[config.mk]
export PLATFORM = sky130hd
export DESIGN_NAME = nursery_bump_fragment_allocator
export DESIGN_NICKNAME = d
export VERILOG_FILES = /design/src/rtl/nbfa_pkg.sv /design/src/rtl/nbfa_ctrl.sv /design/src/rtl/nbfa_datapath.sv /design/src/rtl/nursery_bump_fragment_allocator.sv
export VERILOG_INCLUDE_DIRS = /design/src /design/src/rtl
export SDC_FILE = /design/constraint.sdc
export NUM_CORES = 2
export LEC_CHECK = 0
export BUFFER_PORTS_ARGS = -buffer_cell sky130_fd_sc_hd__buf_2
export CAP_MARGIN = 15
export CORE_UTILIZATION = 50
export DETAILED_ROUTE_END_ITERATION = 8
export PLACE_DENSITY = 0.66
export SETUP_SLACK_MARGIN = 0.3
export SKIP_LAST_GASP = 1
export SYNTH_ARGS = -nofsm -noshare
export SYNTH_HDL_FRONTEND = slang
export SYNTH_HIERARCHICAL = 1
export SYNTH_SLANG_ARGS = --single-unit
export TNS_END_PERCENT = 1
[constraint.sdc]
create_clock -name clock -period 27.5 [get_ports clock]
set_clock_uncertainty 0.15 [all_clocks]
set_input_delay 2.75 -clock clock [delete_from_list [all_inputs] [get_ports clock]]
set_output_delay 2.75 -clock clock [all_outputs]
set_load 0.05 [all_outputs]
[src/rtl/nursery_bump_fragment_allocator_macros.svh]
// Assertion helpers; each expects clock and reset in scope.
`ifndef NURSERY_BUMP_FRAGMENT_ALLOCATOR_MACROS_SVH
`define NURSERY_BUMP_FRAGMENT_ALLOCATOR_MACROS_SVH

`define NBFA_ASSERT_NOW(name, prop, msg) \
   name: assert property (@(posedge clock) disable iff (reset) (prop)) else $error(msg);

`define NBFA_ASSERT_NEXT(name, ante, cons, msg) \
   name: assert property (@(posedge clock) disable iff (reset) (ante) |=> (cons)) else $error(msg);

`endif

[src/rtl/nbfa_pkg.sv]
package nbfa_pkg;

   localparam int HEADER_BYTES  = 8;
   localparam int MAX_FRAGMENTS = 16;
   localparam int MAX_PINNED    = 16;
   localparam int IDX_W         = $clog2(MAX_FRAGMENTS);
   localparam int CNT_W         = IDX_W + 1;
   localparam int TOTAL_W       = 34;

   localparam logic [31:0] MIN_FRAG      = 32'(HEADER_BYTES + 8);
   localparam logic [31:0] NURSERY_RESET = 32'd4194304;

   localparam logic [1:0] FUNC_ALLOC = 2'd0;
   localparam logic [1:0] FUNC_PIN   = 2'd1;
   localparam logic [1:0] FUNC_RESET = 2'd2;
   localparam logic [1:0] FUNC_NOP   = 2'd3;

   localparam logic [1:0] ST_OK         = 2'd0;
   localparam logic [1:0] ST_NO_SPACE   = 2'd1;
   localparam logic [1:0] ST_TABLE_FULL = 2'd2;
   localparam logic [1:0] ST_RESET_DONE = 2'd3;

   localparam logic CSR_HEAP_BASE = 1'b0;
   localparam logic CSR_NURSERY   = 1'b1;

   typedef struct packed {
      logic [1:0]  func;
      logic [31:0] request_bytes;
      logic [15:0] type_tag;
      logic [47:0] pin_address;
      logic [28:0] pin_units;
   } req_type;

   typedef struct packed {
      logic [1:0]  status;
      logic [47:0] payload_address;
      logic [47:0] header_address;
      logic [28:0] size_units;
      logic [15:0] header_type;
      logic        from_fragment;
      logic [31:0] used_bytes;
      logic [4:0]  fragment_count;
   } rsp_type;

   typedef enum logic [3:0] {
      CMD_NONE, CMD_LATCH, CMD_BUMP, CMD_TAKE, CMD_FAIL, CMD_SHIFT, CMD_DROP, CMD_PIN,
      CMD_NOP, CMD_RST_INIT, CMD_SORT_LOAD, CMD_SORT_STEP, CMD_SORT_END, CMD_GAP_STEP,
      CMD_GAP_END, CMD_RESP
   } cmd_type;

   typedef struct packed {
      cmd_type          cmd;
      logic [IDX_W-1:0] ridx;
      logic [IDX_W-1:0] widx;
   } ctl_type;

   typedef struct packed {
      logic [1:0]       func;
      logic             bump_fit;
      logic             frag_fit;
      logic             frag_small;
      logic             swapped;
      logic [CNT_W-1:0] fcnt;
      logic [CNT_W-1:0] pcnt;
   } sts_type;

endpackage

[src/rtl/nbfa_ctrl.sv]
`include "nursery_bump_fragment_allocator_macros.svh"

module nbfa_ctrl (
   input  logic             clock,
   input  logic             reset,
   input  logic             start,
   output logic             busy,
   input  nbfa_pkg::sts_type sts,
   output nbfa_pkg::ctl_type ctl
);

   typedef enum logic [3:0] {
      S_IDLE, S_DECODE, S_SCAN, S_SHIFT, S_RST, S_SORT_LOAD, S_SORT_STEP, S_GAP, S_DONE
   } state_type;

   state_type                   state_ff, state_in;
   logic [nbfa_pkg::CNT_W-1:0]  idx_ff, idx_in;
   logic [nbfa_pkg::CNT_W-1:0]  idx_next;
   logic [nbfa_pkg::CNT_W-1:0]  idx_prev;

   assign idx_next = idx_ff + nbfa_pkg::CNT_W'(1);
   assign idx_prev = idx_ff - nbfa_pkg::CNT_W'(1);
   assign busy     = (state_ff != S_IDLE);

   always_comb begin
      state_in = state_ff;
      idx_in   = idx_ff;
      ctl.cmd  = nbfa_pkg::CMD_NONE;
      ctl.ridx = idx_ff[nbfa_pkg::IDX_W-1:0];
      ctl.widx = idx_ff[nbfa_pkg::IDX_W-1:0];
      case (state_ff)
         S_IDLE: begin
            if (start) begin
               ctl.cmd  = nbfa_pkg::CMD_LATCH;
               state_in = S_DECODE;
            end
         end
         S_DECODE: begin
            case (sts.func)
               nbfa_pkg::FUNC_ALLOC: begin
                  if (sts.bump_fit) begin
                     ctl.cmd  = nbfa_pkg::CMD_BUMP;
                     state_in = S_DONE;
                  end else begin
                     idx_in   = '0;
                     state_in = S_SCAN;
                  end
               end
               nbfa_pkg::FUNC_PIN: begin
                  ctl.cmd  = nbfa_pkg::CMD_PIN;
                  state_in = S_DONE;
               end
               nbfa_pkg::FUNC_RESET: begin
                  state_in = S_RST;
               end
               default: begin
                  ctl.cmd  = nbfa_pkg::CMD_NOP;
                  state_in = S_DONE;
               end
            endcase
         end
         S_SCAN: begin
            if (idx_ff >= sts.fcnt) begin
               ctl.cmd  = nbfa_pkg::CMD_FAIL;
               state_in = S_DONE;
            end else if (sts.frag_fit) begin
               ctl.cmd  = nbfa_pkg::CMD_TAKE;
               state_in = sts.frag_small ? S_SHIFT : S_DONE;
            end else begin
               idx_in = idx_next;
            end
         end
         S_SHIFT: begin
            if (idx_next < sts.fcnt) begin
               ctl.cmd  = nbfa_pkg::CMD_SHIFT;
               ctl.ridx = idx_next[nbfa_pkg::IDX_W-1:0];
               idx_in   = idx_next;
            end else begin
               ctl.cmd  = nbfa_pkg::CMD_DROP;
               state_in = S_DONE;
            end
         end
         S_RST: begin
            ctl.cmd = nbfa_pkg::CMD_RST_INIT;
            idx_in  = '0;
            if (sts.pcnt == '0) begin
               state_in = S_DONE;
            end else if (sts.pcnt == nbfa_pkg::CNT_W'(1)) begin
               state_in = S_GAP;
            end else begin
               state_in = S_SORT_LOAD;
            end
         end
         S_SORT_LOAD: begin
            ctl.cmd  = nbfa_pkg::CMD_SORT_LOAD;
            ctl.ridx = '0;
            idx_in   = nbfa_pkg::CNT_W'(1);
            state_in = S_SORT_STEP;
         end
         S_SORT_STEP: begin
            ctl.widx = idx_prev[nbfa_pkg::IDX_W-1:0];
            if (idx_ff < sts.pcnt) begin
               ctl.cmd = nbfa_pkg::CMD_SORT_STEP;
               idx_in  = idx_next;
            end else begin
               ctl.cmd = nbfa_pkg::CMD_SORT_END;
               if (sts.swapped) begin
                  state_in = S_SORT_LOAD;
               end else begin
                  idx_in   = '0;
                  state_in = S_GAP;
               end
            end
         end
         S_GAP: begin
            if (idx_ff < sts.pcnt) begin
               ctl.cmd = nbfa_pkg::CMD_GAP_STEP;
               idx_in  = idx_next;
            end else begin
               ctl.cmd  = nbfa_pkg::CMD_GAP_END;
               state_in = S_DONE;
            end
         end
         S_DONE: begin
            ctl.cmd  = nbfa_pkg::CMD_RESP;
            state_in = S_IDLE;
         end
         default: begin
            state_in = S_IDLE;
         end
      endcase
   end

   always_ff @(posedge clock) begin
      if (reset) begin
         state_ff <= S_IDLE;
         idx_ff   <= '0;
      end else begin
         state_ff <= state_in;
         idx_ff   <= idx_in;
      end
   end

   `NBFA_ASSERT_NEXT(a_accept_busy, start && !busy, busy, "accepted request did not go busy")
   `NBFA_ASSERT_NEXT(a_resp_idle, ctl.cmd == nbfa_pkg::CMD_RESP, !busy, "no return to idle")
   `NBFA_ASSERT_NOW(a_scan_bound, (state_ff != S_SCAN) || (idx_ff <= sts.fcnt), "scan overran")

endmodule

[src/rtl/nbfa_datapath.sv]
`include "nursery_bump_fragment_allocator_macros.svh"

module nbfa_datapath (
   input  logic              clock,
   input  logic              reset,
   input  logic              csr_we,
   input  logic              csr_index,
   input  logic [47:0]       csr_wdata,
   input  nbfa_pkg::req_type req_item,
   input  nbfa_pkg::ctl_type ctl,
   output nbfa_pkg::sts_type sts,
   output nbfa_pkg::rsp_type rsp_item,
   output logic              rsp_valid
);

   localparam int TW = nbfa_pkg::TOTAL_W;
   localparam int CW = nbfa_pkg::CNT_W;

   logic [47:0]   heap_base_ff;
   logic [31:0]   nursery_ff;
   logic [31:0]   bump_ff;
   logic [31:0]   used_ff;
   logic          bump_dis_ff;
   logic [CW-1:0] fcnt_ff;
   logic [CW-1:0] pcnt_ff;
   logic [31:0]   frag_start_ff [nbfa_pkg::MAX_FRAGMENTS];
   logic [31:0]   frag_size_ff  [nbfa_pkg::MAX_FRAGMENTS];
   logic [31:0]   pin_start_ff  [nbfa_pkg::MAX_PINNED];
   logic [31:0]   pin_len_ff    [nbfa_pkg::MAX_PINNED];
   nbfa_pkg::req_type req_ff;
   logic [TW-1:0] total_ff;
   logic [31:0]   hdr_ff;
   logic          hit_ff;
   logic          alloc_ok_ff;
   logic [1:0]    st_ff;
   logic [31:0]   cur_start_ff;
   logic [31:0]   cur_len_ff;
   logic          swapped_ff;
   logic [31:0]   prev_ff;
   logic [31:0]   sum_ff;
   logic          full_ff;
   logic [31:0]   first_ff;
   nbfa_pkg::rsp_type rsp_ff;
   logic          rsp_valid_ff;

   logic [TW-1:0] total_in;
   logic [31:0]   rd_fs, rd_fz, rd_ps, rd_pl;
   logic [TW-1:0] bump_sum;
   logic [31:0]   rem;
   logic [34:0]   used_add;
   logic [31:0]   used_sat;
   logic [47:0]   pin_hdr, pin_off;
   logic [32:0]   g_e;
   logic [31:0]   g_sc, g_ec, gap_len, prev_next, end_len, end_bump;
   logic          gap_ok, end_ok, fcnt_full;
   logic [32:0]   sum_add;
   logic [31:0]   sum_sat;
   logic [47:0]   hdr_addr;

   assign total_in = ({2'b0, req_item.request_bytes} + TW'(nbfa_pkg::HEADER_BYTES + 7))
                     & ~TW'(7);
   assign rd_fs = frag_start_ff[ctl.ridx];
   assign rd_fz = frag_size_ff[ctl.ridx];
   assign rd_ps = pin_start_ff[ctl.ridx];
   assign rd_pl = pin_len_ff[ctl.ridx];

   assign bump_sum = {2'b0, bump_ff} + total_ff;
   assign rem      = rd_fz - total_ff[31:0];
   assign used_add = {3'b0, used_ff} + {1'b0, total_ff};
   assign used_sat = (used_add[34:32] != 3'b0) ? '1 : used_add[31:0];

   assign pin_hdr = req_ff.pin_address - 48'(nbfa_pkg::HEADER_BYTES);
   assign pin_off = pin_hdr - heap_base_ff;

   assign g_e       = {1'b0, rd_ps} + {1'b0, rd_pl};
   assign g_sc      = (rd_ps > nursery_ff) ? nursery_ff : rd_ps;
   assign g_ec      = (g_e > {1'b0, nursery_ff}) ? nursery_ff : g_e[31:0];
   assign gap_len   = g_sc - prev_ff;
   assign gap_ok    = (g_sc > prev_ff) && (gap_len >= nbfa_pkg::MIN_FRAG);
   assign prev_next = (g_ec > prev_ff) ? g_ec : prev_ff;
   assign sum_add   = {1'b0, sum_ff} + {1'b0, rd_pl};
   assign sum_sat   = sum_add[32] ? '1 : sum_add[31:0];
   assign end_len   = nursery_ff - prev_ff;
   assign end_ok    = (prev_ff < nursery_ff) && (end_len >= nbfa_pkg::MIN_FRAG);
   assign fcnt_full = (fcnt_ff == CW'(nbfa_pkg::MAX_FRAGMENTS));
   assign end_bump  = (fcnt_ff != '0) ? first_ff : (end_ok ? prev_ff : nursery_ff);

   assign hdr_addr = heap_base_ff + {16'b0, hdr_ff};

   assign sts.func       = req_ff.func;
   assign sts.bump_fit   = !bump_dis_ff && (bump_sum <= {2'b0, nursery_ff});
   assign sts.frag_fit   = ({2'b0, rd_fz} >= total_ff);
   assign sts.frag_small = (rem < nbfa_pkg::MIN_FRAG);
   assign sts.swapped    = swapped_ff;
   assign sts.fcnt       = fcnt_ff;
   assign sts.pcnt       = pcnt_ff;

   assign rsp_item  = rsp_ff;
   assign rsp_valid = rsp_valid_ff;

   always_ff @(posedge clock) begin
      if (reset) begin
         heap_base_ff <= '0;
         nursery_ff   <= nbfa_pkg::NURSERY_RESET;
         bump_ff      <= '0;
         used_ff      <= '0;
         bump_dis_ff  <= 1'b0;
         fcnt_ff      <= '0;
         pcnt_ff      <= '0;
         rsp_valid_ff <= 1'b0;
      end else begin
         rsp_valid_ff <= 1'b0;
         if (csr_we) begin
            case (csr_index)
               nbfa_pkg::CSR_HEAP_BASE: heap_base_ff <= csr_wdata;
               nbfa_pkg::CSR_NURSERY:   nursery_ff   <= csr_wdata[31:0];
               default: ;
            endcase
         end
         case (ctl.cmd)
            nbfa_pkg::CMD_LATCH: begin
               req_ff      <= req_item;
               total_ff    <= total_in;
               alloc_ok_ff <= 1'b0;
               hit_ff      <= 1'b0;
            end
            nbfa_pkg::CMD_BUMP: begin
               hdr_ff      <= bump_ff;
               bump_ff     <= bump_sum[31:0];
               used_ff     <= used_sat;
               alloc_ok_ff <= 1'b1;
               st_ff       <= nbfa_pkg::ST_OK;
            end
            nbfa_pkg::CMD_TAKE: begin
               hdr_ff                   <= rd_fs;
               frag_start_ff[ctl.widx]  <= rd_fs + total_ff[31:0];
               frag_size_ff[ctl.widx]   <= rem;
               used_ff                  <= used_sat;
               alloc_ok_ff              <= 1'b1;
               hit_ff                   <= 1'b1;
               st_ff                    <= nbfa_pkg::ST_OK;
            end
            nbfa_pkg::CMD_FAIL: begin
               st_ff <= nbfa_pkg::ST_NO_SPACE;
            end
            nbfa_pkg::CMD_SHIFT: begin
               frag_start_ff[ctl.widx] <= rd_fs;
               frag_size_ff[ctl.widx]  <= rd_fz;
            end
            nbfa_pkg::CMD_DROP: begin
               fcnt_ff <= fcnt_ff - CW'(1);
            end
            nbfa_pkg::CMD_PIN: begin
               if (pcnt_ff >= CW'(nbfa_pkg::MAX_PINNED)) begin
                  st_ff <= nbfa_pkg::ST_TABLE_FULL;
               end else if (req_ff.pin_address < 48'(nbfa_pkg::HEADER_BYTES) ||
                            pin_hdr < heap_base_ff || pin_off >= {16'b0, nursery_ff}) begin
                  st_ff <= nbfa_pkg::ST_NO_SPACE;
               end else begin
                  pin_start_ff[pcnt_ff[nbfa_pkg::IDX_W-1:0]] <= pin_off[31:0];
                  pin_len_ff[pcnt_ff[nbfa_pkg::IDX_W-1:0]]   <= {req_ff.pin_units, 3'b0};
                  pcnt_ff <= pcnt_ff + CW'(1);
                  st_ff   <= nbfa_pkg::ST_OK;
               end
            end
            nbfa_pkg::CMD_NOP: begin
               st_ff <= nbfa_pkg::ST_OK;
            end
            nbfa_pkg::CMD_RST_INIT: begin
               fcnt_ff <= '0;
               prev_ff <= '0;
               sum_ff  <= '0;
               full_ff <= 1'b0;
               st_ff   <= nbfa_pkg::ST_RESET_DONE;
               if (pcnt_ff == '0) begin
                  bump_ff     <= '0;
                  used_ff     <= '0;
                  bump_dis_ff <= 1'b0;
               end
            end
            nbfa_pkg::CMD_SORT_LOAD: begin
               cur_start_ff <= rd_ps;
               cur_len_ff   <= rd_pl;
               swapped_ff   <= 1'b0;
            end
            nbfa_pkg::CMD_SORT_STEP: begin
               if (cur_start_ff > rd_ps) begin
                  pin_start_ff[ctl.widx] <= rd_ps;
                  pin_len_ff[ctl.widx]   <= rd_pl;
                  swapped_ff             <= 1'b1;
               end else begin
                  pin_start_ff[ctl.widx] <= cur_start_ff;
                  pin_len_ff[ctl.widx]   <= cur_len_ff;
                  cur_start_ff           <= rd_ps;
                  cur_len_ff             <= rd_pl;
               end
            end
            nbfa_pkg::CMD_SORT_END: begin
               pin_start_ff[ctl.widx] <= cur_start_ff;
               pin_len_ff[ctl.widx]   <= cur_len_ff;
            end
            nbfa_pkg::CMD_GAP_STEP: begin
               sum_ff  <= sum_sat;
               prev_ff <= prev_next;
               if (gap_ok) begin
                  if (fcnt_full) begin
                     full_ff <= 1'b1;
                  end else begin
                     frag_start_ff[fcnt_ff[nbfa_pkg::IDX_W-1:0]] <= prev_ff;
                     frag_size_ff[fcnt_ff[nbfa_pkg::IDX_W-1:0]]  <= gap_len;
                     fcnt_ff <= fcnt_ff + CW'(1);
                     if (fcnt_ff == '0) begin
                        first_ff <= prev_ff;
                     end
                  end
               end
            end
            nbfa_pkg::CMD_GAP_END: begin
               bump_ff     <= end_bump;
               bump_dis_ff <= 1'b1;
               used_ff     <= sum_ff;
               if (end_ok && fcnt_full) begin
                  st_ff <= nbfa_pkg::ST_TABLE_FULL;
               end else begin
                  st_ff <= full_ff ? nbfa_pkg::ST_TABLE_FULL : nbfa_pkg::ST_RESET_DONE;
                  if (end_ok) begin
                     frag_start_ff[fcnt_ff[nbfa_pkg::IDX_W-1:0]] <= prev_ff;
                     frag_size_ff[fcnt_ff[nbfa_pkg::IDX_W-1:0]]  <= end_len;
                     fcnt_ff <= fcnt_ff + CW'(1);
                  end
               end
            end
            nbfa_pkg::CMD_RESP: begin
               rsp_valid_ff          <= 1'b1;
               rsp_ff.status         <= st_ff;
               rsp_ff.used_bytes     <= used_ff;
               rsp_ff.fragment_count <= fcnt_ff;
               if (alloc_ok_ff) begin
                  rsp_ff.payload_address <= hdr_addr + 48'(nbfa_pkg::HEADER_BYTES);
                  rsp_ff.header_address  <= hdr_addr;
                  rsp_ff.size_units      <= total_ff[31:3];
                  rsp_ff.header_type     <= req_ff.type_tag;
                  rsp_ff.from_fragment   <= hit_ff;
               end else begin
                  rsp_ff.payload_address <= '0;
                  rsp_ff.header_address  <= '0;
                  rsp_ff.size_units      <= '0;
                  rsp_ff.header_type     <= '0;
                  rsp_ff.from_fragment   <= 1'b0;
               end
            end
            default: ;
         endcase
      end
   end

   `NBFA_ASSERT_NOW(a_fcnt_max, fcnt_ff <= CW'(nbfa_pkg::MAX_FRAGMENTS), "fragment count overflow")
   `NBFA_ASSERT_NOW(a_pcnt_max, pcnt_ff <= CW'(nbfa_pkg::MAX_PINNED), "pin count overflow")

endmodule

[src/rtl/nursery_bump_fragment_allocator.sv]
// Nursery allocator with a bump pointer and first-fit free fragments. Each request taken on
// start (while busy is low) gives one result, shown on rsp_item for exactly one cycle with
// rsp_valid high; the receiver cannot stall it. An allocation that the bump pointer cannot serve
// scans the fragments in order from the first (a miss passes over all of them) and takes the
// first that fits; when the remainder of the used fragment is too small, the fragment is
// dropped and every entry behind it is moved up. A reset with n pins sorts the single-ported
// pin table by start in bubble passes (up to n passes) and then builds gaps at one pin per
// cycle. busy is high from acceptance until the result cycle. Configuration registers may be
// written whenever busy is low.
`include "nursery_bump_fragment_allocator_macros.svh"

module nursery_bump_fragment_allocator (
   input  logic              clock,
   input  logic              reset,
   input  logic              start,
   output logic              busy,
   input  nbfa_pkg::req_type req_item,
   output nbfa_pkg::rsp_type rsp_item,
   output logic              rsp_valid,
   input  logic              csr_we,
   input  logic              csr_index,
   input  logic [47:0]       csr_wdata
);

   nbfa_pkg::ctl_type ctl;
   nbfa_pkg::sts_type sts;

   nbfa_ctrl u_ctrl (
      .clock (clock),
      .reset (reset),
      .start (start),
      .busy  (busy),
      .sts   (sts),
      .ctl   (ctl)
   );

   nbfa_datapath u_datapath (
      .clock     (clock),
      .reset     (reset),
      .csr_we    (csr_we),
      .csr_index (csr_index),
      .csr_wdata (csr_wdata),
      .req_item  (req_item),
      .ctl       (ctl),
      .sts       (sts),
      .rsp_item  (rsp_item),
      .rsp_valid (rsp_valid)
   );

   `NBFA_ASSERT_NEXT(a_rsp_single, rsp_valid, !rsp_valid, "result strobe longer than one cycle")

endmodule
# After elaboration in Yosys (flattened, before gate mapping)
# Memory sizes are Yosys's and may differ from the RTL's.
# Cells that the tools add are included.
# word_totals
latch_bits,0
register_bits,670
output_inout_bits,183
ramBits,2048
mem_count,4
word_cells,310
rom_bits,0
# op_classes
div,0
muxes,123
n_eq_ne,48
reduce_logical,52
bitwise,13
n_lt_le_gt_ge,18
multipliers,0
shift,0
addsub,18
# mem_list
memory,depth,width,rd,rd_ports_with_merged_regs,wr,line,source
u_datapath.frag_size_ff,16,32,1,0,1,nbfa_datapath.sv:27,logic [31:0] frag_size_ff [nbfa_pkg::MAX_FRAGMENTS];
u_datapath.frag_start_ff,16,32,1,0,1,nbfa_datapath.sv:26,logic [31:0] frag_start_ff [nbfa_pkg::MAX_FRAGMENTS];
u_datapath.pin_len_ff,16,32,1,0,1,nbfa_datapath.sv:29,logic [31:0] pin_len_ff [nbfa_pkg::MAX_PINNED];
u_datapath.pin_start_ff,16,32,1,0,1,nbfa_datapath.sv:28,logic [31:0] pin_start_ff [nbfa_pkg::MAX_PINNED];
# ops
cell,count
2-to-1 mux 32 bit,22
case mux 32 bit (2 select lines),5
case mux 32 bit (3 select lines),2
greater-than comparator 32 bit,4
OR reduction 32 bit,4
subtractor 32 bit,3
adder 32 x 32 -> 33 bit,2
"greater-or-equal comparator 32 x 5 -> 1 bit, second input constant",2
2-to-1 mux 4 bit,16
2-to-1 mux 5 bit,12
adder 48 x 32 -> 48 bit,1
"adder 48 x 4 -> 48 bit, second input constant",1
greater-or-equal comparator 48 x 32 -> 1 bit,1
"less-than comparator 48 x 4 -> 1 bit, second input constant",1
less-than comparator 48 bit,1
"subtractor 48 x 4 -> 48 bit, second input constant",1
subtractor 48 bit,1
2-to-1 mux 1 bit,44
"== test 4 bit, second input constant",9
case mux 4 bit (9 select lines),1
adder 32 x 34 -> 35 bit,1
case mux 5 bit (7 select lines),1
adder 32 x 34 -> 34 bit,1
greater-or-equal comparator 32 x 34 -> 1 bit,1
51 further kinds,135

# Depth between registers and ports, before layout
# An unclocked memory read counts as a cell.
# logic_depth
depth_word,17
ltp_mapped,56

# Hierarchy
# The synthesis kept the hierarchy.
# by_module_without_submodules
mod,n_inst,seq_area_each_um2,area_per_inst_um2,cells_each
nbfa_datapath,1,79666.4,128941.2,8759
nbfa_ctrl,1,180.2,1357.6,190

# Worst setup path before layout
# Ideal clock, no wire load.
# synth_path
kind,reg-to-reg
startpoint,register u_ctrl/idx_ff[1] (netlist name)
endpoint,register u_datapath.rsp_ff (netlist bit u_datapath/rsp_item[0]) (enable)
arrival_ns,19.371
period_less_slack_ns,20.455
path_stages_with_launch,30
n_path_buf,5
setup_time_ns,0.934
path_slack_ns,7.045
cell_sequence,dfxtp_1 ha_1 nand3_1 xnor2_1 ha_1 a21oi_1 nand2_1 nor4_2 nand2_1 o21ai_0 clkbuf_1 buf_1 buf_1 mux4_2 mux4_2 ha_1 nand2_1 or2_2 or3_1 a211oi_1 o31ai_1 a31oi_1 or2_2 clkbuf_1 a211o_1 a32oi_1 nand4_1 clkbuf_1 nand2_1 nor3_1
# synth_lines
item,line,source
from (decl),nbfa_ctrl.sv:17,"logic [nbfa_pkg::CNT_W-1:0] idx_ff, idx_in;"
from (signal assigned),nbfa_ctrl.sv:140,idx_ff <= idx_in;
to (decl),nbfa_datapath.sv:43,nbfa_pkg::rsp_type rsp_ff;

==> flow_summary_export.csv <==
group,metric,value,unit
cts,cts_max_level,5,
critical_path,critPathSlowestCell,"o32ai_4",
critical_path,r2r_slack,11.23,ns
pwr,leakagePower,0.0508,µW
synth,syn-num-nets,9678,
cts,cts_sinks,2714,
drt,ant_nets,0,
critical_path,cp.buffers_inverters,9,
synth,synth_common_cells,"edfxtp_1, nand2_1, mux4_2, ha_1, a21oi_1",
critical_path,r2r_cells,33,
critical_path,regToRegStartpoint,"u_ctrl/idx_ff[0]$_SDFFE_PP0P_",
critical_path,critical_path_depth,33,
timing,slew_headroom,0.0990,
synth,yosysWarnings,6,
floorplan,rows,187,
pwr,switchingPower,2970,µW
critical_path,crit_path_max_fanout,82,
placed_design,gp_congestion,1.03,
synth,synth_area_per_cell,14.6,µm²
final_layout,seqCellArea,79800,µm²
critical_path,cp-startpoint,"u_ctrl/idx_ff[0]$_SDFFE_PP0P_",
cts,clk-insertion-delay-late,0.93,ns
cts,cts_setup_buffers,0,
cts,numCtsBuffers,291,
synth,synth.distinct_cells,109,
global_route,track_usage,0.321,
placed_design,placed_area,137000,µm²
synth,synth.area.top_cells,"edfxtp_1, mux4_2, ha_1, dfxtp_1, a21oi_1",
critical_path,end_kind,"register",
cts,ctsResizeCount,0,
drt,drtIter0Drc,10200,
final_layout,fin_cells,13100,
critical_path,crit_type,"register to register",
global_route,grt_pass1_wl,601000,µm
synth,synthesis.area,130000,µm²
outcome,outcome,"complete, no violations",
critical_path,arrival,16.62,ns
drt,vias_per_cell,6.47,
timing,fin_crit,16.27,ns
pwr,p_int,7730,µW
final_layout,multi_input_area,48300,µm²
timing,setup_tns,0,ns
cts,clock_path_buffers,4,
critical_path,r2r_end,"u_datapath/frag_size_ff[5][15]$_DFFE_PP_",
placed_design,io_buffers,362,
pwr,swShare,0.278,
placed_design,placed_cells,12600,
synth,postSynthRegisterBits,2714,
timing,fmax,61.5,MHz
cts,clk_pin_slew,0.06,ns
timing,slew_viol_final,0,
pwr,p_clk_frac,0.368,
floorplan,fp.dieArea,263000,µm²
worst_hold_path,hold_path_class,"register to register",
pwr,p_comb_frac,0.169,
critical_path,cp.required,27.85,ns
timing,setup_viol,0,
critical_path,setup.worst_path.start_class,"register",
synth,synth_most_common_cell,"edfxtp_1",
cts,holdBufCountCts,0,
global_route,antenna_found_initial,33,
floorplan,io-pin-count,363,
cts,cts_tree,"done",
floorplan,die_y,512,µm
timing,tightest_slew,1.34,ns
pwr,peakVddDrop,58.6,µV
drt,vias,85000,
run,max_cap_violations,0,
drt,firstDrtPassIters,8,
drt,wl_per_cell,32.6,µm
global_route,grt_pass1_vias,81900,
pwr,power.density,72.7,nW/µm²
global_route,grt_max_degree,136,
critical_path,crit_family,"buffers and inverters",
timing,setup_ws,11.23,ns
synth,syn_inst,8949,
timing,hold_viol,0,
timing,timing.final.crit_share,0.592,
final_layout,n_fill_cell,20200,
placed_design,pre_cts_slack,11.27,ns
drt,wirelength,428000,µm
critical_path,endpoint,"u_datapath/frag_size_ff[5][15]$_DFFE_PP_",
floorplan,coreArea,259000,µm²
cts,cts_root_buf,"clkbuf_16",
synth,yosysSeqAreaShare,0.613,
final_layout,final_nets,10200,
floorplan,die_w,512,µm
placed_design,dp_hpwl,296000,µm
pwr,p_seq_frac,0.462,
final_layout,final_layout_size_suffix_gt1_frac,0.195,
synth,ys_async_sr_fraction,0,
floorplan,start_util,0.503,
critical_path,crit_path_max_incr_delay,0.96,ns
final_layout,synthToLayoutAreaGrowth,13.1,%
synth,synth_top_area_frac,0.587,
drt,drc,0,
final_layout,design_area,147000,µm²
synth,ys.flop_type,"edfxtp_1",
global_route,overflow,0,
synth,synth_edf_count,2549,
timing,rsz0062_at_grt,"false",
critical_path,crit_top_cell,"buf_4",
synth,synth_area_leader_cell,"edfxtp_1",
==> metal layers <==
metal / track usage / wire length [µm]
met5: 0 / 115
met4: 0.163 / 25900
met3: 0.0526 / 38000
met2: 0.496 / 194000
met1: 0.440 / 171000
==> power groups by stage <==
stage	clock network, µW	registers (µW)	logic (µW)
finish	3950	4950	1810
global route	4140	4950	1930
detailed placement	0	5040	1730
floorplan	0	5020	1040
CTS	4000	4950	1740
global placement	0	5030	1690
==> stage by stage <==
stage / power, µW / hold slack [ns] / utilization
finish: 10700 / 0.302 / 0.568
global route: 11000 / 0.325 / 0.568
CTS: 10700 / 0.298 / 0.567
detailed placement: 6770 / 0.283 / 0.530
global placement: 6720 / 0.285 / 0.530
floorplan: 6060 / 0.250 / -
==> state kept, by name, indices dropped and copies added, names as in the netlist, 30 cells and up <==
name / count
u_datapath/req_ff: 93
u_datapath/frag_start_ff: 512
u_datapath/used_ff: 32
u_datapath/pin_start_ff: 512
u_datapath/total_ff: 30
u_datapath/first_ff: 32
u_datapath/pin_len_ff: 512
u_datapath/bump_ff: 32
u_datapath/sum_ff: 32
u_datapath/nursery_ff: 32
u_datapath/prev_ff: 32
u_datapath/frag_size_ff: 512
u_datapath/rsp_item: 178
u_datapath/hdr_ff: 32
u_datapath/heap_base_ff: 48
u_datapath/cur_start_ff: 32
u_datapath/cur_len_ff: 32
==> worst min-delay path, stage by stage (launching register included) <==
cell      delay (ns)
edfxtp_1        0.32
nand2_1         0.04
o221ai_1        0.06
==> layout by cell type (no fill, tap or decap), drive strengths merged, types with 52 or more instances in the layout <==
cell type / Yosys / routed
edfxtp: 2549 / 2549
nand2: 640 / 640
buf: 108 / 638
mux4: 626 / 626
ha: 538 / 538
a21oi: 528 / 528
nor2: 490 / 490
clkbuf: 287 / 337
inv: 313 / 328
o21ai: 304 / 304
xnor2: 223 / 223
a21o: 204 / 204
mux2i: 173 / 173
dfxtp: 165 / 165
xor2: 148 / 148
nand3: 133 / 133
clkinv: 1 / 118
and2: 111 / 111
nor3: 104 / 104
nand4: 102 / 102
a211oi: 100 / 100
nor2b: 89 / 89
nand2b: 78 / 78
o21a: 67 / 67
and3: 59 / 59
o21bai: 52 / 52
==> kinds of logic after synthesis <==
logic type / after synthesis / share of synthesized area
compound gates: 1725 / 0.0866
mux: 846 / 0.126
xor+xnor: 371 / 0.0249
flops: 2714 / 0.613
simple gates: 2035 / 0.0759
buf+inv: 709 / 0.0209
fa+ha+maj: 549 / 0.0534
==> cell type report <==
class | instances | share of cell area
diodes | 19 | 0.000323
clock buffers | 334 | 0.0515
clock inverters | 181 | 0.0137
flip-flops and latches | 2714 | 0.542
inverters | 314 | 0.00801
well taps | 3402 | 0.0289
multi-input cells | 5526 | 0.328
repair buffers | 641 | 0.0275
==> worst min-delay path by stage <==
stage | startpoint | endpoint | cells past startpoint
floorplan | u_datapath/st_ff[0]$_DFFE_PP_ | u_datapath/rsp_item[179]$_DFFE_PP_ | 0
detailed placement | u_datapath/first_ff[5]$_DFFE_PP_ | u_datapath/bump_ff[5]$_SDFFE_PP0P_ | 2
finish | u_datapath/first_ff[5]$_DFFE_PP_ | u_datapath/bump_ff[5]$_SDFFE_PP0P_ | 2
CTS | u_datapath/first_ff[5]$_DFFE_PP_ | u_datapath/bump_ff[5]$_SDFFE_PP0P_ | 2
global placement | u_datapath/first_ff[7]$_DFFE_PP_ | u_datapath/bump_ff[7]$_SDFFE_PP0P_ | 2
global route | u_datapath/used_ff[13]$_SDFFE_PP0P_ | u_datapath/rsp_item[18]$_DFFE_PP_ | 0
No activity file was read; power rests on OpenSTA's default activity.
